[config.mk]
export PLATFORM = sky130hd
export DESIGN_NAME = csv_field_tokenizer
export DESIGN_NICKNAME = d
export VERILOG_FILES = /design/src/rtl/csvtok_pkg.sv /design/src/rtl/csvtok_cfg.sv /design/src/rtl/csvtok_core.sv /design/src/rtl/csv_field_tokenizer.sv
export VERILOG_INCLUDE_DIRS = /design/src /design/src/rtl
export SDC_FILE = /design/constraint.sdc
export NUM_CORES = 1
export LEC_CHECK = 0
export ABC_AREA = 1
export BUFFER_PORTS_ARGS = -buffer_cell sky130_fd_sc_hd__buf_2
export CAP_MARGIN = 20
export CORE_UTILIZATION = 54
export CTS_CLUSTER_SIZE = 10
export DETAILED_ROUTE_END_ITERATION = 8
export HOLD_SLACK_MARGIN = 0.03
export PLACE_DENSITY_LB_ADDON = 0.15
export RECOVER_POWER = 25
export SYNTH_ARGS = -nofsm -noshare
export SYNTH_HDL_FRONTEND = slang
export SYNTH_SLANG_ARGS = --single-unit
[constraint.sdc]
create_clock -name i_clk -period 4.8 [get_ports i_clk]
set_clock_uncertainty 0.15 [all_clocks]
set_input_delay 0.72 -clock i_clk [delete_from_list [all_inputs] [get_ports i_clk]]
set_output_delay 0.72 -clock i_clk [all_outputs]
set_load 0.005 [all_outputs]
[src/rtl/csv_field_tokenizer_defines.svh]
// ----------------------------------------------------------------------------
// csv_field_tokenizer_defines.svh
// Assertion macros shared by the tokenizer RTL.
// ----------------------------------------------------------------------------
`ifndef CSV_FIELD_TOKENIZER_DEFINES_SVH
`define CSV_FIELD_TOKENIZER_DEFINES_SVH

// same-cycle implication, disabled during reset
`define CSVTOK_ASSERT_IMPL(lbl, clk, rst_n, ante, cons, msg) \
    lbl: assert property (@(posedge clk) disable iff (!rst_n) (ante) |-> (cons)) \
        else $error(msg);

// next-cycle implication, disabled during reset
`define CSVTOK_ASSERT_NEXT(lbl, clk, rst_n, ante, cons, msg) \
    lbl: assert property (@(posedge clk) disable iff (!rst_n) (ante) |=> (cons)) \
        else $error(msg);

`endif

[src/rtl/csvtok_pkg.sv]
// ----------------------------------------------------------------------------
// csvtok_pkg
// Types and constants shared by the CSV field tokenizer.
// ----------------------------------------------------------------------------
package csvtok_pkg;

    localparam int MAX_FIELDS_DEF = 256;

    localparam int CFG_IDX_W  = 3;
    localparam int CFG_DATA_W = 9;

    localparam logic [CFG_IDX_W-1:0] CFG_QUOTE  = 3'd0;
    localparam logic [CFG_IDX_W-1:0] CFG_SEP    = 3'd1;
    localparam logic [CFG_IDX_W-1:0] CFG_RECORD = 3'd2;
    localparam logic [CFG_IDX_W-1:0] CFG_NFIELD = 3'd3;
    localparam logic [CFG_IDX_W-1:0] CFG_SKIPHD = 3'd4;

    localparam logic [7:0] BSLASH_BYTE = 8'h5C;
    localparam logic [7:0] DQUOTE_BYTE = 8'h22;
    localparam logic [7:0] TAB_BYTE    = 8'h09;

    localparam int OUT_TDATA_W = 56;

    typedef enum logic [1:0] {
        ERR_NONE   = 2'd0,
        ERR_ESCAPE = 2'd1,
        ERR_QUOTE  = 2'd2,
        ERR_ROW    = 2'd3
    } t_err;

    typedef struct packed {
        logic [7:0] quote_char;
        logic [7:0] sep_char;
        logic [7:0] record_char;
        logic [7:0] last_idx;
        logic       skip_header;
    } t_cfg;

    typedef struct packed {
        logic [7:0]  data_byte;
        logic        data_valid;
        logic [7:0]  field_index;
        logic        field_end;
        logic        field_null;
        logic        row_end;
        logic [31:0] row_count;
        logic [1:0]  error_code;
    } t_res;

endpackage

[src/rtl/csvtok_cfg.sv]
// ----------------------------------------------------------------------------
// csvtok_cfg
// Configuration registers and last-field index derivation.
// ----------------------------------------------------------------------------
module csvtok_cfg
    import csvtok_pkg::*;
#(
    parameter int MAX_FIELDS = MAX_FIELDS_DEF
) (
    input  logic                  i_clk,
    input  logic                  i_rst_n,
    input  logic                  i_cfg_we,
    input  logic [CFG_IDX_W-1:0]  i_cfg_idx,
    input  logic [CFG_DATA_W-1:0] i_cfg_data,
    output t_cfg                  o_cfg
);

    localparam int CAP_INT = (MAX_FIELDS < 256) ? MAX_FIELDS : 256;
    localparam logic [CFG_DATA_W-1:0] CAP = CFG_DATA_W'(CAP_INT);

    logic [7:0]            r_quote;
    logic [7:0]            r_sep;
    logic [7:0]            r_record;
    logic [CFG_DATA_W-1:0] r_nfields;
    logic                  r_skip;
    logic [CFG_DATA_W-1:0] w_n;

    always_ff @(posedge i_clk) begin
        if (!i_rst_n) begin
            r_quote   <= DQUOTE_BYTE;
            r_sep     <= 8'd44;
            r_record  <= 8'd10;
            r_nfields <= CFG_DATA_W'(1);
            r_skip    <= 1'b0;
        end else if (i_cfg_we) begin
            unique case (i_cfg_idx)
                CFG_QUOTE:  r_quote   <= i_cfg_data[7:0];
                CFG_SEP:    r_sep     <= i_cfg_data[7:0];
                CFG_RECORD: r_record  <= i_cfg_data[7:0];
                CFG_NFIELD: r_nfields <= i_cfg_data;
                CFG_SKIPHD: r_skip    <= i_cfg_data[0];
                default: ;
            endcase
        end
    end

    // zero acts as one, clamp to the field cap
    always_comb begin
        w_n = (r_nfields == '0) ? CFG_DATA_W'(1) : r_nfields;
        if (w_n > CAP) w_n = CAP;
    end

    assign o_cfg.quote_char  = r_quote;
    assign o_cfg.sep_char    = r_sep;
    assign o_cfg.record_char = r_record;
    assign o_cfg.last_idx    = 8'(w_n - CFG_DATA_W'(1));
    assign o_cfg.skip_header = r_skip;

endmodule

[src/rtl/csvtok_core.sv]
// ----------------------------------------------------------------------------
// csvtok_core
// Parser state and the per-beat next-state / result logic.
// ----------------------------------------------------------------------------
module csvtok_core
    import csvtok_pkg::*;
(
    input  logic       i_clk,
    input  logic       i_rst_n,
    input  t_cfg       i_cfg,
    input  logic       i_step,
    input  logic [7:0] i_byte,
    input  logic       i_last,
    output t_res       o_res,
    output t_err       o_err
);

    logic        r_in_field, n_in_field;
    logic        r_quoted, n_quoted;
    logic        r_esc, n_esc;
    logic        r_expect_sep, n_expect_sep;
    logic        r_has_content, n_has_content;
    logic [7:0]  r_field, n_field;
    logic [31:0] r_rows, n_rows;
    t_err        r_err, n_err;

    logic       w_is_last;
    logic [7:0] w_term;
    logic       w_escapes;
    logic       w_header;
    logic       w_content, w_fend, w_fnull, w_rend;

    always_comb begin
        w_is_last = r_field >= i_cfg.last_idx;
        w_term    = w_is_last ? i_cfg.record_char : i_cfg.sep_char;
        w_escapes = i_cfg.sep_char != TAB_BYTE;
        w_header  = i_cfg.skip_header && (r_rows == '0);

        n_in_field    = r_in_field;
        n_quoted      = r_quoted;
        n_esc         = r_esc;
        n_expect_sep  = r_expect_sep;
        n_has_content = r_has_content;
        n_field       = r_field;
        n_rows        = r_rows;
        n_err         = r_err;
        w_content     = 1'b0;
        w_fend        = 1'b0;
        w_fnull       = 1'b0;
        w_rend        = 1'b0;

        if (r_err == ERR_NONE) begin
            if (r_expect_sep) begin
                if (i_byte == w_term) begin
                    w_fend  = 1'b1;
                    w_fnull = !r_has_content;
                    w_rend  = w_is_last;
                end else begin
                    n_err = ERR_QUOTE;
                end
            end else if (w_escapes && r_esc) begin
                if (i_byte != BSLASH_BYTE && i_byte != DQUOTE_BYTE) begin
                    n_err = ERR_ESCAPE;
                end else begin
                    n_esc     = 1'b0;
                    w_content = 1'b1;
                end
            end else if (w_escapes && i_byte == BSLASH_BYTE) begin
                n_esc = 1'b1;
                if (!r_in_field) begin
                    n_in_field    = 1'b1;
                    n_quoted      = 1'b0;
                    n_has_content = 1'b0;
                end
            end else if (!r_in_field) begin
                if (i_byte == i_cfg.quote_char) begin
                    n_in_field    = 1'b1;
                    n_quoted      = 1'b1;
                    n_has_content = 1'b0;
                end else if (i_byte == w_term) begin
                    w_fend  = 1'b1;
                    w_fnull = 1'b1;
                    w_rend  = w_is_last;
                end else begin
                    n_in_field = 1'b1;
                    n_quoted   = 1'b0;
                    w_content  = 1'b1;
                end
            end else if (r_quoted) begin
                if (i_byte == i_cfg.quote_char) n_expect_sep = 1'b1;
                else w_content = 1'b1;
            end else begin
                if (i_byte == w_term) begin
                    w_fend  = 1'b1;
                    w_fnull = !r_has_content;
                    w_rend  = w_is_last;
                end else begin
                    w_content = 1'b1;
                end
            end

            if (w_content) n_has_content = 1'b1;
            if (w_fend) begin
                n_in_field    = 1'b0;
                n_quoted      = 1'b0;
                n_expect_sep  = 1'b0;
                n_has_content = 1'b0;
                n_esc         = 1'b0;
                n_field       = w_is_last ? 8'd0 : r_field + 8'd1;
                if (w_rend && r_rows != '1) n_rows = r_rows + 32'd1;
            end
            // file ended away from a row boundary
            if (i_last && n_err == ERR_NONE &&
                (n_in_field || n_expect_sep || n_esc || n_field != 8'd0))
                n_err = ERR_ROW;
            if (n_err != ERR_NONE) begin
                w_content = 1'b0;
                w_fend    = 1'b0;
                w_fnull   = 1'b0;
                w_rend    = 1'b0;
            end
        end

        if (w_header) begin
            w_content = 1'b0;
            w_fend    = 1'b0;
            w_fnull   = 1'b0;
            w_rend    = 1'b0;
        end

        o_res.data_byte   = w_content ? i_byte : 8'd0;
        o_res.data_valid  = w_content;
        o_res.field_index = r_field;
        o_res.field_end   = w_fend;
        o_res.field_null  = w_fend && w_fnull;
        o_res.row_end     = w_rend;
        o_res.row_count   = (i_cfg.skip_header && n_rows != '0) ? n_rows - 32'd1 : n_rows;
        o_res.error_code  = n_err;
    end

    always_ff @(posedge i_clk) begin
        if (!i_rst_n) begin
            r_in_field    <= 1'b0;
            r_quoted      <= 1'b0;
            r_esc         <= 1'b0;
            r_expect_sep  <= 1'b0;
            r_has_content <= 1'b0;
            r_field       <= 8'd0;
            r_rows        <= 32'd0;
            r_err         <= ERR_NONE;
        end else if (i_step) begin
            r_in_field    <= n_in_field;
            r_quoted      <= n_quoted;
            r_esc         <= n_esc;
            r_expect_sep  <= n_expect_sep;
            r_has_content <= n_has_content;
            r_field       <= n_field;
            r_rows        <= n_rows;
            r_err         <= n_err;
        end
    end

    assign o_err = r_err;

endmodule

[src/rtl/csv_field_tokenizer.sv]
// Path: an accepted beat goes to the input register, then through the parser logic
// into the result register. Throughput: one byte per cycle while the output is
// not stalled; the parser step lies between the two registers, and while a result
// stalls, one more beat waits in the input register.
// Reset: synchronous, active low; clears parser state, error, row count and
// restores configuration defaults.
// ----------------------------------------------------------------------------
// csv_field_tokenizer
// Streaming CSV tokenizer: bytes in, one tagged result beat per byte out.
// ----------------------------------------------------------------------------
`include "csv_field_tokenizer_defines.svh"

module csv_field_tokenizer
    import csvtok_pkg::*;
#(
    parameter int MAX_FIELDS = MAX_FIELDS_DEF
) (
    input  logic                   i_clk,
    input  logic                   i_rst_n,
    input  logic                   i_s_tvalid,
    output logic                   o_s_tready,
    input  logic [7:0]             i_s_tdata,   // [7:0] in_byte
    input  logic                   i_s_tlast,   // in_last
    output logic                   o_m_tvalid,
    input  logic                   i_m_tready,
    // [7:0] data_byte, [15:8] field_index, [16] field_end, [17] field_null,
    // [49:18] row_count, [51:50] error_code, [55:52] zero
    output logic [OUT_TDATA_W-1:0] o_m_tdata,
    output logic                   o_m_tuser,   // data_valid
    output logic                   o_m_tlast,   // row_end
    input  logic                   i_cfg_we,
    input  logic [CFG_IDX_W-1:0]   i_cfg_idx,
    input  logic [CFG_DATA_W-1:0]  i_cfg_data
);

    t_cfg       w_cfg;
    t_res       w_res;
    t_err       w_err;
    logic       w_adv;
    logic       r_in_valid;
    logic [7:0] r_in_byte;
    logic       r_in_last;
    logic       r_out_valid;
    t_res       r_res;

    csvtok_cfg #(
        .MAX_FIELDS (MAX_FIELDS)
    ) u_cfg (
        .i_clk      (i_clk),
        .i_rst_n    (i_rst_n),
        .i_cfg_we   (i_cfg_we),
        .i_cfg_idx  (i_cfg_idx),
        .i_cfg_data (i_cfg_data),
        .o_cfg      (w_cfg)
    );

    csvtok_core u_core (
        .i_clk   (i_clk),
        .i_rst_n (i_rst_n),
        .i_cfg   (w_cfg),
        .i_step  (w_adv),
        .i_byte  (r_in_byte),
        .i_last  (r_in_last),
        .o_res   (w_res),
        .o_err   (w_err)
    );

    // held beat moves on when the result register is free or being drained
    assign w_adv      = r_in_valid && (!r_out_valid || i_m_tready);
    assign o_s_tready = !r_in_valid || w_adv;

    always_ff @(posedge i_clk) begin
        if (!i_rst_n) begin
            r_in_valid <= 1'b0;
        end else if (i_s_tvalid && o_s_tready) begin
            r_in_valid <= 1'b1;
        end else if (w_adv) begin
            r_in_valid <= 1'b0;
        end
    end

    always_ff @(posedge i_clk) begin
        if (i_s_tvalid && o_s_tready) begin
            r_in_byte <= i_s_tdata;
            r_in_last <= i_s_tlast;
        end
    end

    always_ff @(posedge i_clk) begin
        if (!i_rst_n) begin
            r_out_valid <= 1'b0;
        end else if (w_adv) begin
            r_out_valid <= 1'b1;
        end else if (i_m_tready) begin
            r_out_valid <= 1'b0;
        end
    end

    always_ff @(posedge i_clk) begin
        if (w_adv) r_res <= w_res;
    end

    assign o_m_tvalid = r_out_valid;
    assign o_m_tdata  = {4'd0, r_res.error_code, r_res.row_count, r_res.field_null,
                         r_res.field_end, r_res.field_index, r_res.data_byte};
    assign o_m_tuser  = r_res.data_valid;
    assign o_m_tlast  = r_res.row_end;

    `CSVTOK_ASSERT_IMPL(a_no_overrun, i_clk, i_rst_n, i_s_tvalid && o_s_tready, !r_in_valid || w_adv, "input beat accepted over a held beat")
    `CSVTOK_ASSERT_NEXT(a_err_sticky, i_clk, i_rst_n, w_err != ERR_NONE, w_err == $past(w_err), "sticky error changed")
    `CSVTOK_ASSERT_IMPL(a_err_quiet, i_clk, i_rst_n, r_out_valid && r_res.error_code != ERR_NONE, !r_res.data_valid && !r_res.field_end && !r_res.row_end, "activity reported after error")

endmodule
# Yosys cells after proc, flatten, opt, wreduce, memory -nomap -nowiden
# Cells that the tools add are included.
dict set report classes {
  n_reduce_logical 39
  order_cmp 2
  muxes 99
  n_eq_ne 18
  bitwise 1
  n_addsub 4
}
# cell count
set op_table {}
lappend op_table {{two-way mux 32 bit} 4}
lappend op_table {{two-way mux 1 bit} 81}
lappend op_table {{two-way mux 8 bit} 5}
lappend op_table {{adder 32 x 1 -> 32 bit (second input constant)} 1}
lappend op_table {{logical NOT 32 bit} 1}
lappend op_table {{!= test 32 bit (second input constant)} 1}
lappend op_table {{nonzero test 32 bit} 1}
lappend op_table {{subtractor 32 x 1 -> 32 bit (second input constant)} 1}
lappend op_table {{equality test 8 bit} 2}
lappend op_table {{two-way mux 2 bit} 8}
lappend op_table {{AND reduction 2 bit} 6}
lappend op_table {{AND reduction 6 bit} 2}
lappend op_table {{logical AND 1 bit} 11}
lappend op_table {{> comparator 9 bit (second input constant)} 1}
lappend op_table {{logical NOT 9 bit} 1}
lappend op_table {{two-way mux 9 bit} 1}
lappend op_table {{!= test 3 bit (second input constant)} 3}
lappend op_table {{adder 8 x 1 -> 8 bit (second input constant)} 1}
lappend op_table {{equality test 8 x 7 -> 1 bit (second input constant)} 1}
lappend op_table {{>= comparator 8 bit} 1}
lappend op_table {{!= test 8 x 4 -> 1 bit (second input constant)} 1}
lappend op_table {{!= test 8 x 6 -> 1 bit (second input constant)} 1}
lappend op_table {{!= test 8 x 7 -> 1 bit (second input constant)} 1}
lappend op_table {{nonzero test 8 bit} 1}
lappend op_table {{14 further kinds} 26}
dict set report word_totals {
  out_inout_bits 60
  register_bits 146
  input_bits 26
  word_cells 188
}

# Logic depth before layout (Yosys ltp)
dict set report depth {
  word_depth 28
  ltp_mapped 39
  mapped_depth_nobuf 37
}

# Modules after synthesis
# Synthesis repeated with hierarchy kept, for this count alone.
dict set report hier_totals {
  cells_unflattened 1433
  area_unflattened_um2 9579.2
}
# module seq_area_each_um2 instances cells_per_inst area_per_inst_um2
set modules_own_cells {}
lappend modules_own_cells {csvtok_core 940.9 1 1148 6102.1}
lappend modules_own_cells {csv_field_tokenizer 1931.9 1 81 2020.7}
lappend modules_own_cells {csvtok_cfg 680.7 1 204 1456.4}

# Worst setup path before layout
# Ideal clock, no wire load.
dict set report synth_timing {
  kind {reg2reg}
  startpoint {reg u_cfg.r_nfields[4]}
  endpoint {reg r_res (netlist bit o_m_tdata[46]) (data pin)}
  n_path_buf 2
  setup_time_ps 252
  slack_ps -51
  stages_incl_launch_ff 36
  t_required_ps 4398
  t_arrival_ps 4449
  cell_sequence {dfxtp_1 -> nor4_1 -> nand4_1 -> inv_1 -> nor2_1 -> nor2_1 -> inv_1 -> nand3_1 -> nor2_1 -> o21ai_0 -> nor3_1 -> o21a_1 -> ha_1 -> a21o_1 -> nor2_4 -> buf_4 -> nand3_1 -> nand2_1 -> nand2_1 -> nand2_1 -> nand2_1 -> nor2_2 -> nand3_2 -> nor2_4 -> buf_4 -> xor2_2 -> ha_1 -> inv_1 -> nor3_2 -> nand2_1 -> nor2_1 -> nand2_1 -> nand2_1 -> nand2_1 -> nand2_1 -> nand2_1}
}
# item line
set synth_rtl {}
lappend synth_rtl {{from (decl)} csvtok_cfg.sv:24} ;# logic [CFG_DATA_W-1:0] r_nfields;
lappend synth_rtl {{from (signal assigned)} csvtok_cfg.sv:40} ;# CFG_NFIELD: r_nfields <= i_cfg_data;
lappend synth_rtl {{to (signal assigned)} csv_field_tokenizer.sv:100} ;# if (w_adv) r_res <= w_res;
lappend synth_rtl {{to (decl)} csv_field_tokenizer.sv:44} ;# t_res r_res;

==> run metrics <==
H-tree depth=4; Sinks on Clock Net=146; Slew Viols, Final=between 100 and 150; Hold Buf Count CTS=0; row cnt=46; port bufs=a little over 80; Final Hold Fails=0; Rel. slew slack=-0.415; Setup TNS Final=-9500 ps; HP Class=input pin to register; met2 Resource Use GR=0.467; largest net degree at the start of global routing=53; Worst Path Arrival=5180 ps; Die Y=130 µm; die area=around 0.017 mm²; Seq cells post-synth=146; Post-Synthesis Cells=around 1,300; run status=complete, but fails checks; NumNets Final=1,570; WHS Endpoint=r_in_byte[6]; initial antenna violation count=0; Max VDD drop=0.272 mV; share of layout cells above drive strength 1=0.299; final worst slack=-343 ps; slowest stage cell, crit path=dfxtp_2; Antenna Nets Post-Route=0; dpl ws=-248 ps; I/O Pins=86; Reg-to-Reg End=o_m_tdata[48]; post-synthesis sequential area ratio=0.400; peak per-stage delay on the critical path=330 ps; Leakage=around 0.006 µW; worst hold start=i_s_tdata[6]; R2R setup slack=-340 ps; final wirelength=28,300 µm; CP Max Fanout=8; max-cap violations=3; DRC=0; post-synth top area cell=edfxtp_1; Max Clk Rate=0.194 GHz; failing checks=capacitance limit, slew limit, setup timing; critical path class=register to register; Multi-input gate area=0.00509 mm²; actual slew at the worst max-slew pin=2120 ps; Non-Filler Instances=between 1,500 and 2,000; Area contributors post-synth=edfxtp_1, dfxtp_1, nand2_1, inv_1, nor2_1; Tmin final=~5100 ps; Starting DRT DRC Count=933; Critical Path Source Type=register; CP required=4840 ps; fillers=1,169; Placed Cells=1,700; TritonCTS buffer count=17; grt ovf=0; GR Util met1=0.450; PD cells=about 320 mW/mm²; clock-pin slew on the worst setup and hold paths=70 ps; core area=0.0159 mm²; register area=0.00355 mm²; Top Usage Layer GRT=met2; final setup vio count=32; Starting Density=0.557; synthesized area per cell=6.77 µm²; synth unique cells=44; total track usage=0.313; Yosys top cell area share=0.213; number of enable flip-flop cells after synthesis=63; Worst Hold Path Cells=1; first-pass GRT wire length=40,700 µm; Clk Latency, worst-skew pair=440 ps; Avg WL per Cell=16.1 µm; vias post-DR=9,551; Synth Cell Area=0.00888 mm²; number of global-route vias before repair=8,231; Worst Reg-to-Reg Cells=39; unrepaired setup endpoints after global routing=true; CTS tree=done; Synth Flop Type=dfxtp_1; Tcrit/Tclk final=1.07; clock root cell=clkbuf_16; reg2reg start=u_cfg.r_nfields[7]; diode count=0; GPL Wtd Cong=0.952; GR Util met3=0.0689; fin util=0.760; crit end category=register; vias per cell=5.43; Area Growth Syn to Fin=36.4%; Synthesis Warnings=0; chip width=130 µm; Synth async-reset ratio=0; clock buffer depth=2; router iterations before antenna repair=6; HPWL after DPL=18,200 µm
per-layer routing:
layer / wire (µm) / vias up
li1: - / 4633
met1: 12700 / 4403
met2: 12600 / 466
met3: 2490 / 49
met4: 529 / 0
met5: 0 / -
metrics by stage:
step	hold WS (ps)	power, µW	cell area (µm²)
floorplan	280	1990	8890
global placement	306	2320	10400
detailed placement	319	2330	10400
CTS	293	3680	11200
global route	298	4040	12100
finish	306	3870	12100
layout by cell type (no fill, tap or decap), drive strengths merged:
cell / count
clkinvlp: 2
a21o: 1
bufinv: 1
clkbuf: 28
a21oi: 78
buf: 223
nand2: 425
xor2: 20
nand3: 84
nand4: 18
nor3b: 1
edfxtp: 63
and3: 1
xnor2: 2
or2: 2
inv: 200
nand3b: 1
o22ai: 1
o221ai: 1
nor2: 148
clkinv: 5
o21a: 2
o21ai: 88
conb: 4
o211ai: 7
a211oi: 3
nor3: 24
nor4: 12
a31oi: 1
dfxtp: 83
ha: 14
Yosys cell counts (8+ instances only):
cell type / instances
nand3_1: 82
edfxtp_1: 63
nor2_1: 135
inv_1: 181
nand4_1: 16
inv_2: 10
o21ai_0: 87
nor4_1: 11
nor3_1: 22
clkbuf_1: 18
a21oi_1: 77
dfxtp_1: 83
buf_4: 8
nand2_1: 417
xor2_1: 19
ha_1: 14
worst max-delay path: cells and delay by family, from the launching register on:
family / cells / cell delay, ps
xor+xnor: 1 / 130
simple gates: 24 / 2460
flops: 1 / 330
fa+ha+maj: 1 / 270
buf+inv: 10 / 1160
compound gates: 3 / 400
power by group:
group	switching, µW	internal [µW]
combinational	671	428
clock	601	729
sequential	54.5	1380
total	1330	2540
cell families after synthesis:
| group | Yosys count | synth area share |
|---|---|---|
| compound gates | 182 | 0.107 |
| xor+xnor | 22 | 0.0225 |
| fa+ha+maj | 14 | 0.0197 |
| buf+inv | 230 | 0.106 |
| flops | 146 | 0.400 |
| other cells | 1 | 0.000422 |
| simple gates | 716 | 0.343 |
worst max-delay path by stage:
| stage | depth (start not counted) | from | end |
|---|---|---|---|
| 2_1_floorplan | 35 | u_cfg.r_nfields[4] | o_m_tdata[46] |
| 3_3_place_gp | 35 | u_cfg.r_nfields[4] | o_m_tdata[42] |
| 3_5_place_dp | 35 | u_cfg.r_nfields[4] | o_m_tdata[42] |
| 4_1_cts | 37 | u_cfg.r_nfields[4] | o_m_tdata[33] |
| 5_1_grt | 40 | u_cfg.r_nfields[7] | o_m_tdata[48] |
| 6_report | 39 | u_cfg.r_nfields[7] | o_m_tdata[48] |
layout make-up:
| cell class | instances | area share |
|---|---|---|
| clock buffers | 17 | 0.0351 |
| clock inverters | 15 | 0.0121 |
| inverters | 193 | 0.0600 |
| multi-input cells | 938 | 0.420 |
| flip-flops and latches | 146 | 0.293 |
| well taps | 216 | 0.0223 |
| repair buffers | 234 | 0.157 |
what timing repair did:
action,4_1_cts,5_1_grt
setup buffers,4,10
pin swaps,9,65
resized for setup,33,193
endpoints found under the setup margin,33,49
gates cloned,3,10
state kept, by name, indices dropped and copies added, names as in the netlist, 2 cells and up:
signal	count
u_cfg.r_nfields	9
u_cfg.r_quote	8
u_core.r_field	8
r_in_byte	8
o_m_tdata	52
u_cfg.r_sep	8
u_core.r_rows	32
u_cfg.r_record	8
u_core.o_err	2
No activity file was read; power rests on OpenSTA's default activity.
